## config.mk

```make
export PLATFORM = sky130hd
export DESIGN_NAME = utp_header_parser_core
export DESIGN_NICKNAME = d
export VERILOG_FILES = /design/src/design/utph_pkg.sv /design/src/design/utph_parse_step.sv /design/src/design/utp_header_parser_core.sv
export SDC_FILE = /design/constraint.sdc
export NUM_CORES = 1
export LEC_CHECK = 0
export BUFFER_PORTS_ARGS = -buffer_cell sky130_fd_sc_hd__buf_2
export CELL_PAD_IN_SITES_DETAIL_PLACEMENT = 1
export CELL_PAD_IN_SITES_GLOBAL_PLACEMENT = 2
export CORE_UTILIZATION = 33
export CTS_BUF_LIST = sky130_fd_sc_hd__clkbuf_2 sky130_fd_sc_hd__clkbuf_4 sky130_fd_sc_hd__clkbuf_8
export DETAILED_ROUTE_END_ITERATION = 16
export PLACE_DENSITY = 0.87
export REMOVE_ABC_BUFFERS = 1
export SLEW_MARGIN = 20
export SYNTH_ARGS = -nofsm -noshare
export SYNTH_HDL_FRONTEND = slang
export SYNTH_SLANG_ARGS = --single-unit
```

## constraint.sdc

```tcl
create_clock -name clk -period 6.9 [get_ports clk]
set_input_delay 1.035 -clock clk [delete_from_list [all_inputs] [get_ports clk]]
set_output_delay 1.035 -clock clk [all_outputs]
set_load 0.05 [all_outputs]
```

## src/design/utph_pkg.sv

```systemverilog
`timescale 1ns / 1ps
// utph_pkg: shared types and codes for the uTP header parser.
// Used by utph_parse_step and utp_header_parser_core; depends on nothing.
package utph_pkg;

	localparam int HEADER_BYTES = 20;
	localparam int POS_W = 5;

	// parser phase, one-hot
	typedef enum logic [5:0] {
		PH_HEADER   = 6'b000001,
		PH_EXT_NEXT = 6'b000010,
		PH_EXT_LEN  = 6'b000100,
		PH_EXT_BODY = 6'b001000,
		PH_PAYLOAD  = 6'b010000,
		PH_DISCARD  = 6'b100000
	} phase_t;

	// byte class codes
	localparam logic [2:0] CLS_HEADER   = 3'd0;
	localparam logic [2:0] CLS_EXT_NEXT = 3'd1;
	localparam logic [2:0] CLS_EXT_LEN  = 3'd2;
	localparam logic [2:0] CLS_EXT_BODY = 3'd3;
	localparam logic [2:0] CLS_PAYLOAD  = 3'd4;
	localparam logic [2:0] CLS_DISCARD  = 3'd5;

	// status codes
	localparam logic [1:0] ST_OK      = 2'd0;
	localparam logic [1:0] ST_VERSION = 2'd1;
	localparam logic [1:0] ST_TRUNC   = 2'd2;

	// register map
	localparam logic REG_EXPECTED_VERSION = 1'b0;
	localparam logic [3:0] EXPECTED_VERSION_RST = 4'd1;

	typedef struct packed {
		phase_t             phase;
		logic [POS_W-1:0]   hdr_pos;
		logic [7:0]         cur_ext;
		logic [7:0]         next_ext;
		logic [7:0]         body_rem;
		logic [1:0]         err;
		logic [3:0]         pkt_type;
		logic [15:0]        conn_id;
		logic [31:0]        stamp;
		logic [31:0]        stamp_diff;
		logic [31:0]        window;
		logic [15:0]        seq;
		logic [15:0]        ack;
	} parse_state_t;

	typedef struct packed {
		logic [7:0]  out_byte;
		logic [2:0]  byte_class;
		logic [7:0]  ext_code;
		logic [3:0]  packet_type;
		logic [15:0] conn_ident;
		logic [31:0] stamp_us;
		logic [31:0] stamp_delta_us;
		logic [31:0] window_size;
		logic [15:0] seq_number;
		logic [15:0] ack_number;
		logic [1:0]  status;
		logic        end_of_packet;
	} result_t;

endpackage

```

## src/design/utph_parse_step.sv

```systemverilog
`timescale 1ns / 1ps
// utph_parse_step: next-state and result logic for one datagram byte.
// Depends on utph_pkg.
module utph_parse_step (
	input  utph_pkg::parse_state_t cur,
	input  logic [7:0]             byte_value,
	input  logic                   last_byte,
	input  logic [3:0]             expected_version,
	output utph_pkg::parse_state_t nxt,
	output utph_pkg::result_t      res
);

	logic       trunc;
	logic [2:0] cls;
	logic [7:0] ext;
	logic [7:0] body_dec;

	assign body_dec = cur.body_rem - 8'd1;

	always_comb begin
		nxt   = cur;
		trunc = 1'b0;
		cls   = utph_pkg::CLS_DISCARD;
		ext   = 8'd0;

		case (cur.phase)
			utph_pkg::PH_HEADER: begin
				cls = utph_pkg::CLS_HEADER;
				case (cur.hdr_pos) inside
					5'd0: begin
						nxt.pkt_type = byte_value[7:4];
						if (byte_value[3:0] != expected_version) begin
							nxt.err = utph_pkg::ST_VERSION;
						end
					end
					5'd1:     nxt.next_ext   = byte_value;
					[5'd2:5'd3]:   nxt.conn_id    = {cur.conn_id[7:0], byte_value};
					[5'd4:5'd7]:   nxt.stamp      = {cur.stamp[23:0], byte_value};
					[5'd8:5'd11]:  nxt.stamp_diff = {cur.stamp_diff[23:0], byte_value};
					[5'd12:5'd15]: nxt.window     = {cur.window[23:0], byte_value};
					[5'd16:5'd17]: nxt.seq        = {cur.seq[7:0], byte_value};
					default:  nxt.ack        = {cur.ack[7:0], byte_value};
				endcase
				if (nxt.err == utph_pkg::ST_VERSION) begin
					nxt.phase = utph_pkg::PH_DISCARD;
				end else if (cur.hdr_pos >= 5'(utph_pkg::HEADER_BYTES - 1)) begin
					nxt.phase = (nxt.next_ext != 8'd0) ? utph_pkg::PH_EXT_NEXT
						: utph_pkg::PH_PAYLOAD;
				end else begin
					nxt.hdr_pos = cur.hdr_pos + 5'd1;
					trunc = last_byte;
				end
			end
			utph_pkg::PH_EXT_NEXT: begin
				cls          = utph_pkg::CLS_EXT_NEXT;
				nxt.cur_ext  = cur.next_ext;
				nxt.next_ext = byte_value;
				ext          = cur.next_ext;
				nxt.phase    = utph_pkg::PH_EXT_LEN;
				trunc        = last_byte;
			end
			utph_pkg::PH_EXT_LEN: begin
				cls          = utph_pkg::CLS_EXT_LEN;
				ext          = cur.cur_ext;
				nxt.body_rem = byte_value;
				if (byte_value != 8'd0) begin
					nxt.phase = utph_pkg::PH_EXT_BODY;
					trunc     = last_byte;
				end else begin
					nxt.phase = (cur.next_ext != 8'd0) ? utph_pkg::PH_EXT_NEXT
						: utph_pkg::PH_PAYLOAD;
				end
			end
			utph_pkg::PH_EXT_BODY: begin
				cls          = utph_pkg::CLS_EXT_BODY;
				ext          = cur.cur_ext;
				nxt.body_rem = body_dec;
				if (body_dec == 8'd0) begin
					nxt.phase = (cur.next_ext != 8'd0) ? utph_pkg::PH_EXT_NEXT
						: utph_pkg::PH_PAYLOAD;
				end else begin
					trunc = last_byte;
				end
			end
			utph_pkg::PH_PAYLOAD: begin
				cls = utph_pkg::CLS_PAYLOAD;
			end
			default: begin
				cls = utph_pkg::CLS_DISCARD;
			end
		endcase

		// mismatch wins over truncation
		if (trunc && nxt.err == utph_pkg::ST_OK) begin
			nxt.err = utph_pkg::ST_TRUNC;
		end

		res.out_byte       = byte_value;
		res.byte_class     = cls;
		res.ext_code       = ext;
		res.packet_type    = nxt.pkt_type;
		res.conn_ident     = nxt.conn_id;
		res.stamp_us       = nxt.stamp;
		res.stamp_delta_us = nxt.stamp_diff;
		res.window_size    = nxt.window;
		res.seq_number     = nxt.seq;
		res.ack_number     = nxt.ack;
		res.status         = nxt.err;
		res.end_of_packet  = last_byte;

		// datagram done: per-packet state back to reset, header fields kept
		if (last_byte) begin
			nxt.phase    = utph_pkg::PH_HEADER;
			nxt.hdr_pos  = '0;
			nxt.cur_ext  = 8'd0;
			nxt.next_ext = 8'd0;
			nxt.body_rem = 8'd0;
			nxt.err      = utph_pkg::ST_OK;
		end
	end

endmodule

```

## src/design/utp_header_parser_core.sv

```systemverilog
`timescale 1ns / 1ps
// utp_header_parser_core: top level of the uTP datagram header parser.
// Depends on utph_pkg and utph_parse_step.
//
//  channel   direction  handshake                    payload
//  item      in         item_valid / item_ready      byte_value, last_byte
//  result    out        result_valid / result_ready  out_byte ... end_of_packet
//  config    in         APB psel/penable/pready      paddr, pwdata, prdata
//
// One byte per cycle while item_ready is high; its result appears in the output
// register in the cycle after acceptance. The parse state updates in the accepting cycle.
// item_ready is low only while a result waits and result_ready is low.
// arst_n clears parse state, header fields and the output register;
// expected_version resets to 1.
module utp_header_parser_core (
	input  logic        clk,
	input  logic        arst_n,
	// APB configuration
	input  logic        psel,
	input  logic        penable,
	input  logic        pwrite,
	input  logic [2:0]  paddr,
	input  logic [31:0] pwdata,
	output logic [31:0] prdata,
	output logic        pready,
	// byte requests
	input  logic        item_valid,
	output logic        item_ready,
	input  logic [7:0]  byte_value,
	input  logic        last_byte,
	// results
	output logic        result_valid,
	input  logic        result_ready,
	output logic [7:0]  out_byte,
	output logic [2:0]  byte_class,
	output logic [7:0]  ext_code,
	output logic [3:0]  packet_type,
	output logic [15:0] conn_ident,
	output logic [31:0] stamp_us,
	output logic [31:0] stamp_delta_us,
	output logic [31:0] window_size,
	output logic [15:0] seq_number,
	output logic [15:0] ack_number,
	output logic [1:0]  status,
	output logic        end_of_packet
);

	logic [3:0]             exp_ver_q;
	utph_pkg::parse_state_t state_q;
	utph_pkg::parse_state_t state_nxt;
	utph_pkg::result_t      res_nxt;
	utph_pkg::result_t      res_q;
	logic                   res_valid_q;
	logic                   accept;
	logic                   cfg_wr;

	assign pready = 1'b1;
	assign cfg_wr = psel && penable && pwrite;
	assign prdata = (paddr[2] == utph_pkg::REG_EXPECTED_VERSION) ? {28'd0, exp_ver_q} : 32'd0;

	always_ff @(posedge clk or negedge arst_n) begin
		if (!arst_n) begin
			exp_ver_q <= utph_pkg::EXPECTED_VERSION_RST;
		end else if (cfg_wr && paddr[2] == utph_pkg::REG_EXPECTED_VERSION) begin
			exp_ver_q <= pwdata[3:0];
		end
	end

	assign item_ready = !res_valid_q || result_ready;
	assign accept     = item_valid && item_ready;

	utph_parse_step u_step (
		.cur              (state_q),
		.byte_value       (byte_value),
		.last_byte        (last_byte),
		.expected_version (exp_ver_q),
		.nxt              (state_nxt),
		.res              (res_nxt)
	);

	always_ff @(posedge clk or negedge arst_n) begin
		if (!arst_n) begin
			state_q <= '{phase: utph_pkg::PH_HEADER, default: '0};
		end else if (accept) begin
			state_q <= state_nxt;
		end
	end

	always_ff @(posedge clk or negedge arst_n) begin
		if (!arst_n) begin
			res_valid_q <= 1'b0;
		end else if (accept) begin
			res_valid_q <= 1'b1;
		end else if (result_ready) begin
			res_valid_q <= 1'b0;
		end
	end

	always_ff @(posedge clk or negedge arst_n) begin
		if (!arst_n) begin
			res_q <= '0;
		end else if (accept) begin
			res_q <= res_nxt;
		end
	end

	assign result_valid   = res_valid_q;
	assign out_byte       = res_q.out_byte;
	assign byte_class     = res_q.byte_class;
	assign ext_code       = res_q.ext_code;
	assign packet_type    = res_q.packet_type;
	assign conn_ident     = res_q.conn_ident;
	assign stamp_us       = res_q.stamp_us;
	assign stamp_delta_us = res_q.stamp_delta_us;
	assign window_size    = res_q.window_size;
	assign seq_number     = res_q.seq_number;
	assign ack_number     = res_q.ack_number;
	assign status         = res_q.status;
	assign end_of_packet  = res_q.end_of_packet;

`ifndef ASSERT_OFF
	a_eop_clears: assert property (@(posedge clk) disable iff (!arst_n)
		accept && last_byte |=> state_q.phase == utph_pkg::PH_HEADER
			&& state_q.hdr_pos == '0 && state_q.err == utph_pkg::ST_OK)
		else $error("packet state not cleared after last byte");

	a_accept_gives_result: assert property (@(posedge clk) disable iff (!arst_n)
		accept |=> result_valid)
		else $error("accepted byte produced no result");

	a_discard_status: assert property (@(posedge clk) disable iff (!arst_n)
		result_valid && byte_class == utph_pkg::CLS_DISCARD
			|-> status == utph_pkg::ST_VERSION)
		else $error("discarded byte without version mismatch");

	a_ext_code_scope: assert property (@(posedge clk) disable iff (!arst_n)
		result_valid && ext_code != 8'd0 |-> byte_class == utph_pkg::CLS_EXT_NEXT
			|| byte_class == utph_pkg::CLS_EXT_LEN || byte_class == utph_pkg::CLS_EXT_BODY)
		else $error("extension type outside extension bytes");
`endif

endmodule
```

# Word-level counts from Yosys, hierarchy flattened
# Cells that the tools add are included.
word_totals:
  regBits: 212
  in_bits: 51
  out_inout_bits: 205
  word_cells: 154
classes:
  addsub: 2
  magnitude_cmp: 11
  eq_ne: 12
  mux: 64
  n_bitwise: 8
  reduce_logical: 37
op_table:
  columns: ["cell", "count"]
  rows:
  - ["2-to-1 mux 32 bit", 15]
  - ["2-to-1 mux 16 bit", 17]
  - ["2-to-1 mux 150 bit", 1]
  - ["case mux 8 bit (2 select lines)", 3]
  - ["2-to-1 mux 37 bit", 1]
  - ["2-to-1 mux 6 bit", 6]
  - ["2-to-1 mux 8 bit", 4]
  - ["2-to-1 mux 5 bit", 5]
  - ["case mux 6 bit (4 select lines)", 1]
  - ["nonzero test 8 bit", 3]
  - ["AND reduction 9 bit", 2]
  - ["case mux 3 bit (5 select lines)", 1]
  - ["greater-or-equal comparator 5 x 4 -> 1 bit (second input constant)", 2]
  - ["greater-or-equal comparator 5 bit (second input constant)", 2]
  - ["less-or-equal comparator 5 x 4 -> 1 bit (second input constant)", 2]
  - ["logical AND 1 bit", 10]
  - ["logical NOT 8 bit", 1]
  - ["inverter 1 bit", 8]
  - ["AND reduction 4 bit", 2]
  - ["AND reduction 8 bit", 1]
  - ["subtractor 8 x 1 -> 8 bit (second input constant)", 1]
  - ["AND reduction 7 bit", 1]
  - ["equality test 6 x 1 -> 1 bit (second input constant)", 1]
  - ["equality test 6 x 2 -> 1 bit (second input constant)", 1]
  - ["other kinds (31)", 43]

# Logic depth before layout (Yosys ltp)
logic_depth:
  word_depth: 14
  ltp_mapped: 9
  mapped_depth_nobuf: 8

# Modules after synthesis
# From an unflattened synthesis, not the netlist that was laid out.
hier_totals:
  hier_cells: 1397
  hier_area_um2: 19836.5
modules_own_cells:
  columns: ["module", "n_inst", "cells_per_inst", "area_per_inst_um2", "seq_area_each_um2"]
  rows:
  - ["utp_header_parser_core", 1, 797, 15134.5, 9011.1]
  - ["utph_parse_step", 1, 600, 4702.0, 0.0]

# Worst setup path after synthesis
# OpenSTA, ideal clock, no wires.
synth_path:
  path_kind: "input port to flip-flop"
  startpoint: "input byte_value[2]"
  endpoint: "register state_q[180] (netlist name)"
  setup_ns: 0.125
  arrival_time_ns: 2.711
  required_time_ns: 6.775
  setup_slack_ns: 4.064
  path_stages: 7
  path_buffers: 1
  cell_sequence: "clkbuf_1 > xnor2_1 > a41oi_4 > nor4b_4 > a211oi_4 > a21oi_4 > mux2_4"
synth_via:
  elab_chain_cells: 9
  word_cells_on_any_way: 18
  classes_between: "3 x eq/ne; 12 x mux; 3 x reduce/logical"
synth_lines:
  columns: ["item", "line", "text"]
  rows:
  - ["start, declared", "utp_header_parser_core.sv:29", "input logic [7:0] byte_value,"]
  - ["2-to-1 mux 8 bit (2 in series)", "utph_parse_step.sv:29", "case (cur.hdr_pos) inside"]
  - ["2-to-1 mux 8 bit", "utph_parse_step.sv:26", "case (cur.phase)"]
  - ["nonzero test 8 bit", "utph_parse_step.sv:47", "nxt.phase = (nxt.next_ext != 8'd0) ? utph_pkg::PH_EXT_NEXT"]
  - ["2-to-1 mux 5 bit", "utph_parse_step.sv:47", null]
  - ["2-to-1 mux 6 bit", "utph_parse_step.sv:46", "end else if (cur.hdr_pos >= 5'(utph_pkg::HEADER_BYTES - 1)) begin"]
  - ["2-to-1 mux 6 bit", "utph_parse_step.sv:44", "if (nxt.err == utph_pkg::ST_VERSION) begin"]
  - ["case mux 6 bit (4 select lines)", "utph_parse_step.sv:26", null]
  - ["2-to-1 mux 37 bit", "utph_parse_step.sv:112", "if (last_byte) begin"]
  - ["end signal, assigned", "utp_header_parser_core.sv:85", "state_q <= state_nxt;"]
  - ["end, declared", "utp_header_parser_core.sv:49", "utph_pkg::parse_state_t state_q;"]
# Parallel ways exist; a longest one is shown, timed or not. The select of a mux whose other input is x is not followed.
# A chain may end at the register's enable or synchronous reset.

# Worst setup path after layout
layout_path:
  startpoint: "register state_q[180] (netlist name)"
  endpoint: "register state_q[184] (netlist name)"
layout_via:
  elab_chain_cells: 3
  word_cells_on_any_way: 10
  classes_between: "6 x eq/ne; 2 x mux; 2 x reduce/logical"
layout_lines:
  columns: ["item", "line"]
  rows:
  - ["equality test 6 x 1 -> 1 bit (tied with other cells)", "utph_parse_step.sv:26"]
  - ["!= test 4 x 2 -> 1 bit (no source line) (tied with other cells)", null]
  - ["AND reduction 4 bit (no source line) / 2-to-1 mux 37 bit (equally long branches)", null]
# Parallel ways exist; a longest one is shown, timed or not.

==> reports/metrics.cfg <==
[placement]
post-place-ws_ps=3283
place_area_mm2=0.01056
hpwl_um=17870
dp.cells=1497
gp_congestion=0.7765
io_buffers=196

[floorplanning]
io_pins=256
die_y_um=180.2
die-area_mm2=0.03248
rows=64
start_util_pct=33.91
chipWidth_um=180.2
core_area_mm2=0.03091

[timing]
drv_slew=0
max_freq_mhz=317.1
relSlewSlack_pct=25.56
fin_crit_ps=3153
fin_setup_tns_ps=0
worst_hold_slack_ps=471.4
setup_viol=0
hold_viol=0
grt_setup_unrepaired=no
finalWorstSetupSlack_ps=3747
skew_ps=25.68
max_slew.worst_pin.slew_ps=1117
fin_crit_sh_pct=45.70

[finish]
layout-drive-gt1-share_pct=27.86
final_area_mm2=0.01131
final-instance-count-excl-fill=1559
num-nets-final=1198
syn_to_final_growth_pct=7.890
antenna_cells=0

[cts]
cts.reportedPaths.clkPinSlew_ps=60
cts_resized=0
numCtsBuffers=38
h-tree-depth=2
clock_path_buffers=3
clock_latency_ps=540
cts_tree=yes
post_cts.repair.setup_buffers=0
hold_buffers=0
cts_sinks=212
clockRootBuffer=clkbuf_8

[logic_synthesis]
synth_mux_area_share_pct=4.273
synth_edf_count=0
synth_top_family_by_area=buffers and inverters
synth.distinct_cells=64
synth_compound_area_share_pct=12.27
synthXorXnorAreaFrac_pct=0.5849
avgSynthCellArea_um2=9.461
ys_warn_count=0
syn_area_mm2=0.01048
synth_fa_ha_area_share_pct=0.7162
synth_ff_type=dfrtp_1
ys_async_sr_fraction_pct=100.0
netlist_instances=1108
synth-seq-area-share_pct=50.63
synth-simple-area-share_pct=15.43
ys_seq_elements=212

[grt]
grt_max_degree=98
grt_first_pass_wirelength_um=43390
overflow=0
grt_usage_pct=16.65
antenna_found_initial=0
grt_pass1_vias=7688

[power]
p_clk_share_pct=39.3
p_leak_nw=5.580
power_frac_seq_pct=45.4
combPwrFrac_pct=15.2
power_switching_uw=918.2
p_int_mw=2.048
p_per_area_mw_per_mm2=262.3
max-vdd-ir-drop_mv=0.2337
switching_share_pct=30.96

[worst_setup_path]
r2r_cells=6
worstPathMaxFanout=15
path_class=reg2reg
critPathLaunchType=flop
crit_arrival_ps=3570
end_kind=flop
critPathSlowestCell=and2_0
reg2reg_to=state_q[184]$_DFFE_PN0P_
path_cells=nor4_2 > and2_0 > nor3_1 > a211oi_4 > a21oi_4 > mux2_4
rrSetupSlack_ps=3750
critPathTopFamily=simple AND/OR/NAND/NOR gates
slowest_delay_ps=890
timing.rr.start=state_q[180]$_DFFE_PN0P_
cp_num_buf_inv=0
crit_required_ps=7320

[route]
via_per_inst=4.813
drc=0
drt-total-wl_um=26900
drt-pass1-iter-count=4
wl_per_cell_um=17.25
drtAntennaViolNets=0
via_count=7503
first_iter_violations=338

[status]
status=finished, final reports clean

[hold_path]
hp-class=reg2reg
min_from=window_size[31]$_DFFE_PN0P_
hold_depth=2
hold_path_end=window_size[31]$_DFFE_PN0P_

[run]
maxCapViolCount=0

-- power groups by stage --
stage / Sequential, mW / Clock, mW / Combinational, mW
after floorplan: 1.47 / 0 / 0.202
after CTS: 1.35 / 1.20 / 0.461
after detailed placement: 1.37 / 0 / 0.460
after global routing: 1.36 / 1.27 / 0.488
after global placement: 1.36 / 0 / 0.452
final: 1.35 / 1.17 / 0.452
-- state kept, by name, summed over array words and instances, names as in the netlist --
signal          cells
status              2
window_size        32
exp_ver_q           4
state_q            37
ext_code            8
stamp_us           32
conn_ident         16
out_byte            8
seq_number         16
packet_type         4
result_valid        1
stamp_delta_us     32
byte_class          3
ack_number         16
end_of_packet       1
-- cell usage in the layout, fill, tap and decap left out, types with 3 or more instances in the layout --
cell type	count
mux2_2	34
nor3_1	7
nand3_1	26
nor2b_1	8
conb_1	29
buf_2	195
o41ai_1	4
clkbuf_8	43
ha_1	6
o21ai_0	144
nand4b_1	3
and3_1	3
and2_1	5
mux2_4	3
inv_1	24
a31oi_1	4
a22o_1	8
o211ai_1	3
buf_4	8
o21ai_1	12
xnor2_1	5
a221oi_1	8
a21oi_1	14
a22oi_1	7
nor4_1	5
nor2_1	38
dfrtp_1	210
clkbuf_4	14
nand2_1	243
-- cell families (layout without fill, tap and decap cells) --
kind of cell / after synthesis / count (layout)
XOR/XNOR: 7 / 7
other: 2 / 29
buffers and inverters: 262 / 290
multiplexers: 39 / 39
AO/OA/AOI/OAI: 217 / 217
adder cells (fa/ha/maj): 6 / 6
flip-flops: 212 / 212
AND/OR/NAND/NOR: 363 / 363
-- worst max-delay path by stage --
| stage | from | endpoint | slack (ps) | depth (start not counted) |
|---|---|---|---|---|
| 2_1_floorplan | state_q[181]$_DFFE_PN0P_ | seq_number[2]$_DFFE_PN0P_ | 2520 | 6 |
| 5_1_grt | state_q[180]$_DFFE_PN0P_ | state_q[184]$_DFFE_PN0P_ | 3540 | 6 |
| 3_3_place_gp | result_ready | stamp_delta_us[29]$_DFFE_PN0P_ | 3420 | 8 |
| 6_report | state_q[180]$_DFFE_PN0P_ | state_q[184]$_DFFE_PN0P_ | 3750 | 6 |
| 4_1_cts | state_q[180]$_DFFE_PN0P_ | state_q[183]$_DFFE_PN0P_ | 3790 | 6 |
| 3_5_place_dp | result_ready | stamp_delta_us[4]$_DFFE_PN0P_ | 3280 | 7 |
-- worst min-delay path: stages (launching register included) --
cell,delay (ps)
dfrtp_1,330
nand2_1,40
o21ai_0,60
-- final cells by class --
class / count / area [um^2]
Clock buffer: 57 / 696.9
Sequential cell: 212 / 5308
Clock inverter: 5 / 43.79
Multi-Input combinational cell: 661 / 3625
Inverter: 24 / 90.09
Tap cell: 396 / 495.5
Fill cell: 3660 / 19600
Timing Repair Buffer: 204 / 1051
-- through the flow --
step	total power, mW	utilization (%)
2_1_floorplan	1.667	-
3_3_place_gp	1.816	34.17
3_5_place_dp	1.829	34.17
4_1_cts	3.014	36.56
5_1_grt	3.112	36.59
6_report	2.966	36.59
-- synth_stat cells, types with 8 or more instances --
| cell | n | area, um^2 |
|---|---|---|
| a21oi_1 | 14 | 70.07 |
| a221oi_1 | 8 | 70.07 |
| a22o_1 | 8 | 70.07 |
| buf_4 | 177 | 1329 |
| clkbuf_1 | 47 | 176.4 |
| dfrtp_1 | 210 | 5255 |
| inv_1 | 24 | 90.09 |
| mux2_2 | 34 | 382.9 |
| nand2_1 | 243 | 912.1 |
| nand3_1 | 28 | 140.1 |
| nor2_1 | 38 | 142.6 |
| nor2b_1 | 8 | 50.05 |
| nor3_1 | 8 | 40.04 |
| o21ai_0 | 144 | 720.7 |
| o21ai_1 | 12 | 60.06 |
-- per-layer routing --
metal | part of all wire, % | wire (um) | vias to the layer above | global-route usage, %
li1 | - | - | 3545 | -
met1 | 46 | 12290 | 3705 | 22.08
met2 | 46 | 12470 | 204 | 26.96
met3 | 5.7 | 1520 | 49 | 3.860
met4 | 2.3 | 618 | 0 | 5.060
met5 | 0 | 0 | - | 0
(Power assumes the default switching activity.)
